`src/sv/pcs_pkg.sv`:
```
package pcs_pkg;

  typedef enum logic [2:0] {
    PH_IDLE    = 3'd0,
    PH_AMBER   = 3'd1,
    PH_RED     = 3'd2,
    PH_WALK    = 3'd3,
    PH_FON     = 3'd4,
    PH_FOFF    = 3'd5,
    PH_RESTORE = 3'd6
  } phase_t;

  typedef enum logic [2:0] {
    REG_AMBER      = 3'd0,
    REG_RED_CLEAR  = 3'd1,
    REG_WALK       = 3'd2,
    REG_FLASH_HALF = 3'd3,
    REG_FLASH_CYC  = 3'd4,
    REG_RESTORE    = 3'd5
  } reg_index_t;

  localparam int unsigned TickW  = 16;
  localparam int unsigned FlashW = 4;
  localparam int unsigned AddrW  = 5;
  localparam int unsigned DataW  = 32;

  localparam logic [TickW-1:0]  AmberReset     = 16'd2000;
  localparam logic [TickW-1:0]  RedClearReset  = 16'd2000;
  localparam logic [TickW-1:0]  WalkReset      = 16'd10000;
  localparam logic [TickW-1:0]  FlashHalfReset = 16'd500;
  localparam logic [FlashW-1:0] FlashCycReset  = 4'd8;
  localparam logic [TickW-1:0]  RestoreReset   = 16'd500;

  typedef struct packed {
    logic [TickW-1:0]  amber_ticks;
    logic [TickW-1:0]  red_clear_ticks;
    logic [TickW-1:0]  walk_ticks;
    logic [TickW-1:0]  flash_half_ticks;
    logic [FlashW-1:0] flash_cycles;
    logic [TickW-1:0]  restore_ticks;
  } cfg_t;

endpackage

```
`src/sv/pcs_if.sv`:
```
interface pcs_in_if (input logic clk);
  logic valid;
  logic ready;
  logic button_level;

  modport source (output valid, output button_level, input ready);
  modport sink (input valid, input button_level, output ready);
endinterface

interface pcs_out_if (input logic clk);
  logic       valid;
  logic       ready;
  logic       lamp_red;
  logic       lamp_amber;
  logic       lamp_green;
  logic       lamp_stop_man;
  logic       lamp_walk_man;
  logic [2:0] phase;

  modport source (
    output valid, output lamp_red, output lamp_amber, output lamp_green,
    output lamp_stop_man, output lamp_walk_man, output phase, input ready
  );
  modport sink (
    input valid, input lamp_red, input lamp_amber, input lamp_green,
    input lamp_stop_man, input lamp_walk_man, input phase, output ready
  );
endinterface

```
`src/sv/pcs_regs.sv`:
```
module pcs_regs (
  input  logic                      clk,
  input  logic                      rst,
  input  logic                      psel,
  input  logic                      penable,
  input  logic                      pwrite,
  input  logic [pcs_pkg::AddrW-1:0] paddr,
  input  logic [pcs_pkg::DataW-1:0] pwdata,
  output logic [pcs_pkg::DataW-1:0] prdata,
  output logic                      pready,
  output pcs_pkg::cfg_t             cfg
);

  pcs_pkg::cfg_t regs;
  logic [2:0]    index;
  logic          wr;

  assign index  = paddr[pcs_pkg::AddrW-1:2];
  assign wr     = psel && penable && pwrite;
  assign pready = 1'b1;
  assign cfg    = regs;

  always_ff @(posedge clk) begin
    if (rst) begin
      regs.amber_ticks      <= pcs_pkg::AmberReset;
      regs.red_clear_ticks  <= pcs_pkg::RedClearReset;
      regs.walk_ticks       <= pcs_pkg::WalkReset;
      regs.flash_half_ticks <= pcs_pkg::FlashHalfReset;
      regs.flash_cycles     <= pcs_pkg::FlashCycReset;
      regs.restore_ticks    <= pcs_pkg::RestoreReset;
    end else if (wr) begin
      unique case (index)
        pcs_pkg::REG_AMBER:      regs.amber_ticks      <= pwdata[15:0];
        pcs_pkg::REG_RED_CLEAR:  regs.red_clear_ticks  <= pwdata[15:0];
        pcs_pkg::REG_WALK:       regs.walk_ticks       <= pwdata[15:0];
        pcs_pkg::REG_FLASH_HALF: regs.flash_half_ticks <= pwdata[15:0];
        pcs_pkg::REG_FLASH_CYC:  regs.flash_cycles     <= pwdata[3:0];
        pcs_pkg::REG_RESTORE:    regs.restore_ticks    <= pwdata[15:0];
        default: ;
      endcase
    end
  end

  always_comb begin
    prdata = '0;
    unique case (index)
      pcs_pkg::REG_AMBER:      prdata = 32'(regs.amber_ticks);
      pcs_pkg::REG_RED_CLEAR:  prdata = 32'(regs.red_clear_ticks);
      pcs_pkg::REG_WALK:       prdata = 32'(regs.walk_ticks);
      pcs_pkg::REG_FLASH_HALF: prdata = 32'(regs.flash_half_ticks);
      pcs_pkg::REG_FLASH_CYC:  prdata = 32'(regs.flash_cycles);
      pcs_pkg::REG_RESTORE:    prdata = 32'(regs.restore_ticks);
      default:                 prdata = '0;
    endcase
  end

endmodule

```
`src/sv/pcs_core.sv`:
```
module pcs_core (
  input  logic          clk,
  input  logic          rst,
  input  pcs_pkg::cfg_t cfg,
  pcs_in_if.sink        in_ch,
  pcs_out_if.source     out_ch
);

  pcs_pkg::phase_t                  phase, phase_next, ph_cur;
  logic [pcs_pkg::TickW-1:0]        tick_count, tick_next;
  logic [pcs_pkg::FlashW-1:0]       flash_count, flash_next;
  logic [pcs_pkg::TickW-1:0]        tick_base, tick_inc, len;
  logic [pcs_pkg::FlashW-1:0]       flash_inc;
  logic                             phase_done;
  logic                             accept;
  logic                             out_valid;
  logic                             r, a, g, sm, wm;

  assign in_ch.ready  = !out_valid || out_ch.ready;
  assign accept       = in_ch.valid && in_ch.ready;
  assign out_ch.valid = out_valid;

  // press on an idle tick makes that tick the first amber tick
  always_comb begin
    ph_cur    = phase;
    tick_base = tick_count;
    if (phase == pcs_pkg::PH_IDLE && !in_ch.button_level) begin
      ph_cur    = pcs_pkg::PH_AMBER;
      tick_base = '0;
    end
  end

  always_comb begin
    unique case (ph_cur)
      pcs_pkg::PH_AMBER:                   len = cfg.amber_ticks;
      pcs_pkg::PH_RED:                     len = cfg.red_clear_ticks;
      pcs_pkg::PH_WALK:                    len = cfg.walk_ticks;
      pcs_pkg::PH_FON, pcs_pkg::PH_FOFF:   len = cfg.flash_half_ticks;
      default:                             len = cfg.restore_ticks;
    endcase
  end

  assign tick_inc   = tick_base + 16'd1;
  assign flash_inc  = flash_count + 4'd1;
  // counter wrap to zero also ends the phase
  assign phase_done = (ph_cur != pcs_pkg::PH_IDLE) &&
                      (tick_inc >= len || tick_inc == '0);

  // next state
  always_comb begin
    phase_next = ph_cur;
    flash_next = flash_count;
    tick_next  = (ph_cur == pcs_pkg::PH_IDLE) ? tick_count : tick_inc;
    if (phase_done) begin
      tick_next = '0;
      unique case (ph_cur)
        pcs_pkg::PH_AMBER: phase_next = pcs_pkg::PH_RED;
        pcs_pkg::PH_RED:   phase_next = pcs_pkg::PH_WALK;
        pcs_pkg::PH_WALK: begin
          phase_next = pcs_pkg::PH_FON;
          flash_next = '0;
        end
        pcs_pkg::PH_FON:   phase_next = pcs_pkg::PH_FOFF;
        pcs_pkg::PH_FOFF: begin
          if (flash_inc >= cfg.flash_cycles || flash_inc == '0) begin
            phase_next = pcs_pkg::PH_RESTORE;
            flash_next = '0;
          end else begin
            phase_next = pcs_pkg::PH_FON;
            flash_next = flash_inc;
          end
        end
        default:           phase_next = pcs_pkg::PH_IDLE;
      endcase
    end
  end

  // lamp outputs
  always_comb begin
    r  = 1'b0;
    a  = 1'b0;
    g  = 1'b0;
    sm = 1'b0;
    wm = 1'b0;
    unique case (ph_cur)
      pcs_pkg::PH_IDLE: begin
        g  = 1'b1;
        sm = 1'b1;
      end
      pcs_pkg::PH_AMBER: begin
        a  = 1'b1;
        sm = 1'b1;
      end
      pcs_pkg::PH_RED: begin
        r  = 1'b1;
        sm = 1'b1;
      end
      pcs_pkg::PH_WALK: begin
        r  = 1'b1;
        wm = 1'b1;
      end
      pcs_pkg::PH_FON: begin
        a  = 1'b1;
        wm = 1'b1;
      end
      pcs_pkg::PH_FOFF: ;
      default: begin
        a  = 1'b1;
        sm = 1'b1;
      end
    endcase
  end

  always_ff @(posedge clk) begin
    if (rst) begin
      phase       <= pcs_pkg::PH_IDLE;
      tick_count  <= '0;
      flash_count <= '0;
      out_valid   <= 1'b0;
    end else begin
      if (accept) begin
        phase       <= phase_next;
        tick_count  <= tick_next;
        flash_count <= flash_next;
        out_valid   <= 1'b1;
      end else if (out_ch.ready) begin
        out_valid   <= 1'b0;
      end
    end
  end

  always_ff @(posedge clk) begin
    if (accept) begin
      out_ch.lamp_red      <= r;
      out_ch.lamp_amber    <= a;
      out_ch.lamp_green    <= g;
      out_ch.lamp_stop_man <= sm;
      out_ch.lamp_walk_man <= wm;
      out_ch.phase         <= 3'(ph_cur);
    end
  end

endmodule

```
`src/sv/pedestrian_crossing_sequencer_top.sv`:
```
// result: registered on acceptance, so the result item is valid in the cycle after its tick item is accepted
// throughput: one tick item per cycle while the output is not stalled, set by the single phase/counter update
// input is ready while the result register is empty or being taken, so an output stall holds it
// reset (rst, synchronous, active high) returns to idle with counters cleared
// and loads the default timing registers
module pedestrian_crossing_sequencer_top (
  input  logic                      clk,
  input  logic                      rst,
  pcs_in_if.sink                    in_ch,
  pcs_out_if.source                 out_ch,
  input  logic                      psel,
  input  logic                      penable,
  input  logic                      pwrite,
  input  logic [pcs_pkg::AddrW-1:0] paddr,
  input  logic [pcs_pkg::DataW-1:0] pwdata,
  output logic [pcs_pkg::DataW-1:0] prdata,
  output logic                      pready
);

  pcs_pkg::cfg_t cfg;

  pcs_regs u_regs (
    .clk     (clk),
    .rst     (rst),
    .psel    (psel),
    .penable (penable),
    .pwrite  (pwrite),
    .paddr   (paddr),
    .pwdata  (pwdata),
    .prdata  (prdata),
    .pready  (pready),
    .cfg     (cfg)
  );

  pcs_core u_core (
    .clk    (clk),
    .rst    (rst),
    .cfg    (cfg),
    .in_ch  (in_ch),
    .out_ch (out_ch)
  );

  a_reset_empty: assert property (@(posedge clk) rst |=> !out_ch.valid)
    else $error("result valid after reset");

  a_green_idle: assert property (@(posedge clk) disable iff (rst)
    (out_ch.valid && out_ch.lamp_green) |-> out_ch.phase == pcs_pkg::PH_IDLE)
    else $error("traffic green outside idle");

  a_men_exclusive: assert property (@(posedge clk) disable iff (rst)
    out_ch.valid |-> !(out_ch.lamp_walk_man && out_ch.lamp_stop_man))
    else $error("both pedestrian lamps lit");

  a_green_walk: assert property (@(posedge clk) disable iff (rst)
    out_ch.valid |-> !(out_ch.lamp_green && out_ch.lamp_walk_man))
    else $error("traffic green with walk man");

endmodule
```
`src/flat_wrapper.sv`:
```
// flat-port wrapper written by rule: the top's interface ports become plain ports
module pedestrian_crossing_sequencer_top_flat 
  (clk, rst, psel, penable, pwrite, paddr, pwdata, prdata, pready, in_ch_valid, in_ch_button_level, in_ch_ready, out_ch_valid, out_ch_lamp_red, out_ch_lamp_amber, out_ch_lamp_green, out_ch_lamp_stop_man, out_ch_lamp_walk_man, out_ch_phase, out_ch_ready);
  pcs_in_if in_ch_i (.clk(clk));
  pcs_out_if out_ch_i (.clk(clk));
  input  logic clk;
  input  logic rst;
  input  logic psel;
  input  logic penable;
  input  logic pwrite;
  input  logic [pcs_pkg::AddrW-1:0] paddr;
  input  logic [pcs_pkg::DataW-1:0] pwdata;
  output logic [pcs_pkg::DataW-1:0] prdata;
  output logic pready;
  input wire logic [$bits(in_ch_i.valid)-1:0] in_ch_valid;
  input wire logic [$bits(in_ch_i.button_level)-1:0] in_ch_button_level;
  output wire logic [$bits(in_ch_i.ready)-1:0] in_ch_ready;
  output wire logic [$bits(out_ch_i.valid)-1:0] out_ch_valid;
  output wire logic [$bits(out_ch_i.lamp_red)-1:0] out_ch_lamp_red;
  output wire logic [$bits(out_ch_i.lamp_amber)-1:0] out_ch_lamp_amber;
  output wire logic [$bits(out_ch_i.lamp_green)-1:0] out_ch_lamp_green;
  output wire logic [$bits(out_ch_i.lamp_stop_man)-1:0] out_ch_lamp_stop_man;
  output wire logic [$bits(out_ch_i.lamp_walk_man)-1:0] out_ch_lamp_walk_man;
  output wire logic [$bits(out_ch_i.phase)-1:0] out_ch_phase;
  input wire logic [$bits(out_ch_i.ready)-1:0] out_ch_ready;
  assign in_ch_i.valid = in_ch_valid;
  assign in_ch_i.button_level = in_ch_button_level;
  assign in_ch_ready = in_ch_i.ready;
  assign out_ch_valid = out_ch_i.valid;
  assign out_ch_lamp_red = out_ch_i.lamp_red;
  assign out_ch_lamp_amber = out_ch_i.lamp_amber;
  assign out_ch_lamp_green = out_ch_i.lamp_green;
  assign out_ch_lamp_stop_man = out_ch_i.lamp_stop_man;
  assign out_ch_lamp_walk_man = out_ch_i.lamp_walk_man;
  assign out_ch_phase = out_ch_i.phase;
  assign out_ch_i.ready = out_ch_ready;
  pedestrian_crossing_sequencer_top u_core (.clk(clk), .rst(rst), .in_ch(in_ch_i), .out_ch(out_ch_i), .psel(psel), .penable(penable), .pwrite(pwrite), .paddr(paddr), .pwdata(pwdata), .prdata(prdata), .pready(pready));
endmodule
```
`config.mk`:
```
export PLATFORM = sky130hd
export DESIGN_NAME = pedestrian_crossing_sequencer_top_flat
export DESIGN_NICKNAME = d
export VERILOG_FILES = /design/src/sv/pcs_pkg.sv /design/src/sv/pcs_if.sv /design/src/sv/pcs_regs.sv /design/src/sv/pcs_core.sv /design/src/sv/pedestrian_crossing_sequencer_top.sv /design/src/flat_wrapper.sv
export SDC_FILE = /design/constraint.sdc
export NUM_CORES = 1
export LEC_CHECK = 0
export BUFFER_PORTS_ARGS = -buffer_cell sky130_fd_sc_hd__clkbuf_2
export CAP_MARGIN = 20
export CORE_AREA = 10 10 116 118
export CTS_BUF_LIST = sky130_fd_sc_hd__clkbuf_2 sky130_fd_sc_hd__clkbuf_4 sky130_fd_sc_hd__clkbuf_8
export DETAILED_ROUTE_END_ITERATION = 10
export DIE_AREA = 0 0 126 128
export PLACE_DENSITY = 0.8
export SLEW_MARGIN = 30
export SYNTH_ARGS = -nofsm -noshare
export SYNTH_HDL_FRONTEND = slang
export SYNTH_SLANG_ARGS = --single-unit
export TNS_END_PERCENT = 50
```
`constraint.sdc`:
```
create_clock -name clk -period 8.5 [get_ports clk]
set_input_delay 0.425 -clock clk [delete_from_list [all_inputs] [get_ports clk]]
set_output_delay 0.425 -clock clk [all_outputs]
set_load 0.05 [all_outputs]
```
==> results.toml, run 1 <==
[drt]
ant_nets = 0
met1_length_um = 7120
route.final.wire_length_um = 18100
drc_errors = 0
vias = 6181
vias_per_cell = 6.26
route.met3.wl_um = 1680
highest_layer = "met4"
dr.pass1.iters = 6
met2_length_um = 8860
initialDrtViolationCount = 797
post_drt_wl_per_cell_um = 18.4

[synth]
synthesis.area_um2 = 6610
synth_ff_type = "dfxtp_1"
synthCells = 817
synth_edf_count = 8
seq_area_frac_synth_pct = 36.4
synth_warnings = 0
synth_area_leaders = "dfxtp_1 33%, nand2_1 11%, a21oi_1 5.0%, ha_1 4.4%, mux2i_1 3.8%"
synth_top_area_share_pct = 32.7
yosys.area.top_type = "dfxtp_1"
synth_area_per_cell_um2 = 8.08
ys_types = 68
ys_seq_elements = 116
synthArstFlopShare_pct = 0

[cells_and_area]
areaGrowthSynthToFinish_pct = 10.5
nets = 899
most-common-layout-cells = "190 x nand2_1, 108 x dfxtp_1, 66 x a21oi_1, 52 x clkbuf_2, 29 x nand3b_1"
fill_cells = 956
drive_gt1_share_pct = 13.3
finish.utilization_pct = 65.0
final_common_cell = "nand2_1"
antennaDiodeCount = 0

[die]
core_area_um2 = 11200
die_h_um = 128
die_w_um = 126
rows = 39
die_area_um2 = 16100
io_pins = 88
initial_core_util_pct = 58.9

[clocking]
clockRootBuffer = "clkbuf_8"
cts_buffer_depth = 2
cts_tree = "done"
clock_sinks = 116
cts_resized = 0
cts_buffers = 17
cts_setup_buffers = 0
hold_buffers = 0
clkTransAtPathRegs_ns = 0.07
ctsHtreeMaxLevel = 4
worstSkewPairLatency_ns = 0.46

[pwr]
power_density_nw_per_um2 = 188
p_sw_share_pct = 25.3
pwr-share-seq_pct = 40.9
comb_power_share_pct = 10.5
p_leak_nw = 2.90
p_int_w = 0.00102
ir_worst_vdd_uv = 115
p_sw_w = 0.000347
clockPowerShare_pct = 48.6

[sta]
max_slew_margin_pct = 32.3
finClkSkew_ns = 0.0110
setup_violations = 0
fmax_mhz = 208
fin_crit_sh_pct = 56.6
worst_pin_slew_ns = 1.00
rsz0062_at_grt = "false"
setup_tns_ns = 0
final_max_slew_viol_count = 0
hold_viol_final = 0
fin_crit_ns = 4.81

[critical_path]
cp_max_fo = 28
cp.required_ns = 8.90
crit_start = "u_core.u_core.phase[0]"
regToRegSetupSlack_ns = 3.69
critPathLaunchType = "flip-flop"
cp-end-kind = "flip-flop"
worstRegToRegCells = 17
endpoint = "u_core.u_core.tick_count[3]"
crit_arrival_ns = 5.21
r2r-end = "u_core.u_core.tick_count[3]"
reg2reg_from = "u_core.u_core.phase[0]"
path_class = "flip-flop to flip-flop"

[global_routing]
grt_start_max_net_pins = 96
grt_pass1_wl_um = 29400
antenna_found_initial = 0
grt_pass1_vias = 5954
grt_use_total_pct = 22.2
gr-total-overflow = 0

[placement]
gp_congestion = 0.863
dp_hpwl_um = 12000
port_buffers = 52

[hold_path]
min_path_type = "primary input to flip-flop"

[job]
cap_violations = 0

[outcome]
status = "finished clean"
[metrics by stage]
| step | hold slack, ns | setup slack (ns) | cells | instance area (um2) | power, W |
|---|---|---|---|---|---|
| after floorplan | 0.445 | 4.61 | 832 | 6660 | 0.000683 |
| after detailed placement | 0.460 | 3.83 | 955 | 6770 | 0.000714 |
| after global placement | 0.451 | 3.90 | 955 | 6770 | 0.000711 |
| final | 0.204 | 3.69 | 987 | 7300 | 0.00137 |
| after global routing | 0.191 | 3.34 | 987 | 7300 | 0.00142 |
| after CTS | 0.181 | 3.76 | 987 | 7290 | 0.00138 |
[cell usage after synthesis (2+ instances only)]
library cell  number
a221oi_1          15
a22o_1            15
nand4_1            5
o21bai_1           3
edfxtp_1           8
o21ai_1            7
or4_1              3
clkbuf_1          51
a31oi_1            4
o2bb2ai_1          2
buf_1              4
a21o_1             6
buf_4             18
nand3_1           20
nand3b_1          29
buf_2              4
mux2_1             6
a21oi_1           66
and2_1             2
xor2_1            10
nor3_1             9
a311oi_1           5
and3_1             8
inv_1             24
xnor2_1            8
or3_1              3
buf_6              2
dfxtp_1          108
nor4_2             2
inv_2              3
mux2i_1           25
nor2_1            27
nand2_1          190
mux4_2             6
a22oi_1           15
o22ai_1           10
a211oi_1           6
o211ai_1           2
mux2_2             2
ha_1              23
nand2b_1           7
o21ai_0           22
nor2b_1            4
nor4_1             3
conb_1             2
[cells by family after synthesis]
group	synth area share, %
AOI/OAI and AO/OA	19.5
xor gates and xnor gates	2.39
adders and majority gates	4.36
buffers and inverters	7.35
DFF	36.4
muxes	7.20
other	0.114
and+or+nand+nor	22.7
[area by class of cell]
cell class                 instances  area, um2  area share (%)
clock buffer                      20        275            3.77
clock inverter                    12        248            3.40
inverter                          27        101            1.39
multi-input combinational        610       3780            51.8
sequential                       116       2400            32.9
tap                              143        179            2.45
timing repair buffer              59        313            4.29
[worst min-delay path by stage]
stage                           from                    endpoint  slack, ns  cells past startpoint
6_report                 in_ch_valid  u_core.u_core.out_ch.valid       0.20                      3
5_1_grt                  in_ch_valid  u_core.u_core.out_ch.valid       0.19                      3
4_1_cts                  in_ch_valid  u_core.u_core.out_ch.valid       0.18                      3
3_5_place_dp   u_core.u_regs.cfg[64]       u_core.u_regs.cfg[64]       0.46                      2
3_3_place_gp   u_core.u_regs.cfg[51]       u_core.u_regs.cfg[51]       0.45                      2
2_1_floorplan  u_core.u_regs.cfg[42]       u_core.u_regs.cfg[42]       0.44                      2
[sequential cells by signal (all words and copies together), names as in the netlist]
register,cells
u_core.u_core.out_ch.phase,3
u_core.u_regs.cfg,84
u_core.u_core.out_ch.lamp_walk_man,1
u_core.u_core.flash_count,4
u_core.u_core.out_ch.lamp_amber,1
u_core.u_core.out_ch.lamp_red,1
u_core.u_core.out_ch.lamp_green,1
u_core.u_core.tick_count,16
u_core.u_core.phase,3
u_core.u_core.out_ch.valid,1
u_core.u_core.out_ch.lamp_stop_man,1
[layer usage]
| metal | track usage [%] | vias to the layer above |
|---|---|---|
| met3 | 6.33 | 52 |
| met5 | 0 | - |
| met2 | 36.6 | 326 |
| met1 | 26.1 | 2919 |
| li1 | - | 2884 |
| met4 | 10.5 | 0 |
[power by group through the flow]
stage | registers (W) | logic (W) | clock network (W)
global placement | 0.000573 | 0.000138 | 0
detailed placement | 0.000573 | 0.000141 | 0
finish | 0.000561 | 0.000144 | 0.000667
global route | 0.000561 | 0.000153 | 0.000704
floorplan | 0.000580 | 0.000103 | 0
CTS | 0.000561 | 0.000141 | 0.000673
[worst max-delay path, cell delays in order, from the launching register on]
cell and delay, ns:
dfxtp_1 0.31, buf_4 0.42, or4_1 0.34, nand2_1 0.11, inv_1 0.12, ha_1 0.31
nand3_1 0.18, or4_1 0.50, a21oi_1 0.29, ha_1 0.32, a21oi_1 0.14, a21boi_0 0.12
o21ba_2 0.23, a211oi_1 0.49, o31ai_4 0.27, nor4_2 0.20, buf_4 0.26, a22o_1 0.17
Note: power is estimated with default switching activity, not from simulation.
==> inputs of run 2 (changes only) <==
==> constraint.sdc (replaced) <==
create_clock -name clk -period 5 [get_ports clk]
set_input_delay 0.25 -clock clk [delete_from_list [all_inputs] [get_ports clk]]
set_output_delay 0.25 -clock clk [all_outputs]
set_load 0.05 [all_outputs]
==> run 2 against run 1 <==
  * Wire length is 1.4% higher
  * Core utilization fell by 0.76 points
  * Hold slack worse by 0.15 ns
  * Global-route usage increased by 0.20 points
  * Setup slack got worse by 3.4 ns
  * Sequential cell count did not move
  * Largest power group is now registers
==> results.toml, run 2 (synthesis results as in run 1) <==
[outcome]
status = "finished clean"

[drt]
dr.pass1.iters = 5
met1_length_um = 7450
post_drt_wl_per_cell_um = 18.6
met2_length_um = 9060
route.final.wire_length_um = 18400
vias = 6210
initialDrtViolationCount = 661
ant_nets = 0
drc_errors = 0
route.met3.wl_um = 1410
vias_per_cell = 6.27
highest_layer = "met4"

[sta]
fin_crit_sh_pct = 93.6
worst_pin_slew_ns = 0.937
hold_ws_ns = 0.0557
fin_crit_ns = 4.68
rsz0062_at_grt = "false"
fmax_mhz = 214
final_max_slew_viol_count = 0
hold_viol_final = 0
setup_tns_ns = 0
max_slew_margin_pct = 37.4
setup_violations = 0
finClkSkew_ns = 0.0102

[clocking]
cts_setup_buffers = 0
ctsHtreeMaxLevel = 4
cts_tree = "done"
cts_buffers = 17
hold_buffers = 0
worstSkewPairLatency_ns = 0.45
clkTransAtPathRegs_ns = 0.06
clock_sinks = 116
cts_buffer_depth = 2
cts_resized = 0
clockRootBuffer = "clkbuf_8"

[cells_and_area]
fin_area_um2 = 7210
areaGrowthSynthToFinish_pct = 9.19
most-common-layout-cells = "190 x nand2_1, 108 x dfxtp_1, 66 x a21oi_1, 52 x clkbuf_2, 29 x nand3b_1"
largest_register_ffs = 84
final_cells = 990
nets = 904
final_common_cell = "nand2_1"
antennaDiodeCount = 0
drive_gt1_share_pct = 13.5

[die]
initial_core_util_pct = 58.9
io_pins = 88
die_area_um2 = 16100
core_area_um2 = 11200
die_w_um = 126
die_h_um = 128
rows = 39

[critical_path]
critPathLaunchType = "flip-flop"
critPathMaxStageDelay_ns = 0.59
path_class = "flip-flop to flip-flop"
crit_start = "u_core.u_core.phase[2]"
critPathSlowestCell = "dfxtp_1"
reg2reg_from = "u_core.u_core.phase[2]"
cp-end-kind = "flip-flop"
cp_max_fo = 15
cp_cell_sequence = "or4_1 > nand2_1 > inv_1 > ha_1 > nand3_1 > or4_1 > a21oi_1 > ha_1 > a21oi_1 > a21boi_0 > o21ba_2 > a211oi_1 > o31ai_4 > nor4_2 > buf_4 > a22o_1"
cp.required_ns = 5.38
crit_arrival_ns = 5.06

[placement]
dpl_cell_area_um2 = 6800
dp_hpwl_um = 12400
gp_congestion = 0.853
dp.cells = 959
port_buffers = 52

[pwr]
clockPowerShare_pct = 42.3
comb_power_share_pct = 11.9
power_density_nw_per_um2 = 289
ir_worst_vdd_uv = 210
pwr-share-seq_pct = 45.8
p_sw_w = 0.000549
p_leak_nw = 2.89
power.total_w = 0.00208
p_sw_share_pct = 26.4
p_int_w = 0.00153

[global_routing]
grt_start_max_net_pins = 96
grt_use_total_pct = 22.4
grt_pass1_wl_um = 29900
grt_pass1_vias = 6055
antenna_found_initial = 0
gr-total-overflow = 0

[hold_path]
min_path_type = "primary input to flip-flop"
hp-start = "in_ch_valid"

[job]
cap_violations = 0
-- run 2: cell types whose count changed in the layout (fill, tap and decap cells not counted), moves of 2 or more --
cell        change
bufinv_16       -5
buf_4           +5
clkbuf_8        +2
clkinvlp_4      -3
clkinv_2        +2
clkbuf_4        +4
-- run 2: area by class of cell --
type / count / area [um2]
Timing Repair Buffer: 64 / 350
Tap cell: 143 / 179
Sequential cell: 116 / 2400
Clock inverter: 4 / 70.1
Clock buffer: 26 / 333
Fill cell: 952 / 4010
Inverter: 27 / 101
Multi-Input combinational cell: 610 / 3780
-- run 2: metrics by stage --
step           setup WS (ns)  utilization, %
5_1_grt               0.0984            64.3
3_3_place_gp           0.601            60.6
6_report               0.320            64.3
2_1_floorplan           1.11               -
4_1_cts                0.379            64.2
3_5_place_dp           0.369            60.6
-- run 2: final timing paths --
path / cells past startpoint / slack [ns] / endpoint
worst max-delay path: 16 / 0.32 / u_core.u_core.tick_count[10]
worst min-delay path: 3 / 0.06 / u_core.u_core.out_ch.valid
worst max register to register: 16 / 0.32 / u_core.u_core.tick_count[10]
worst min register to register: 2 / 0.47 / u_core.u_regs.cfg[53]
-- run 2: power by group through the flow --
stage,clock [W],combinational [W],sequential [W]
after global placement,0,0.000235,0.000974
final,0.000882,0.000247,0.000955
after detailed placement,0,0.000241,0.000975
after CTS,0.000890,0.000242,0.000955
after global routing,0.000938,0.000262,0.000955
after floorplan,0,0.000175,0.000986
-- run 2: layer usage --
metal  global-route usage [%]  vias up
li1                         -     2896
met1                     26.7     2978
met2                     37.4      291
met3                     5.29       45
met4                     10.2        0
met5                        0        -
-- run 2: worst max-delay path, delay by kind of cell (launching register included) --
kind,cells,cell delay [ns]
AND/OR/NAND/NOR,5,1.31
buffers and inverters,2,0.39
AO/OA/AOI/OAI,7,1.69
flip-flops,1,0.59
adder cells (fa/ha/maj),2,0.62
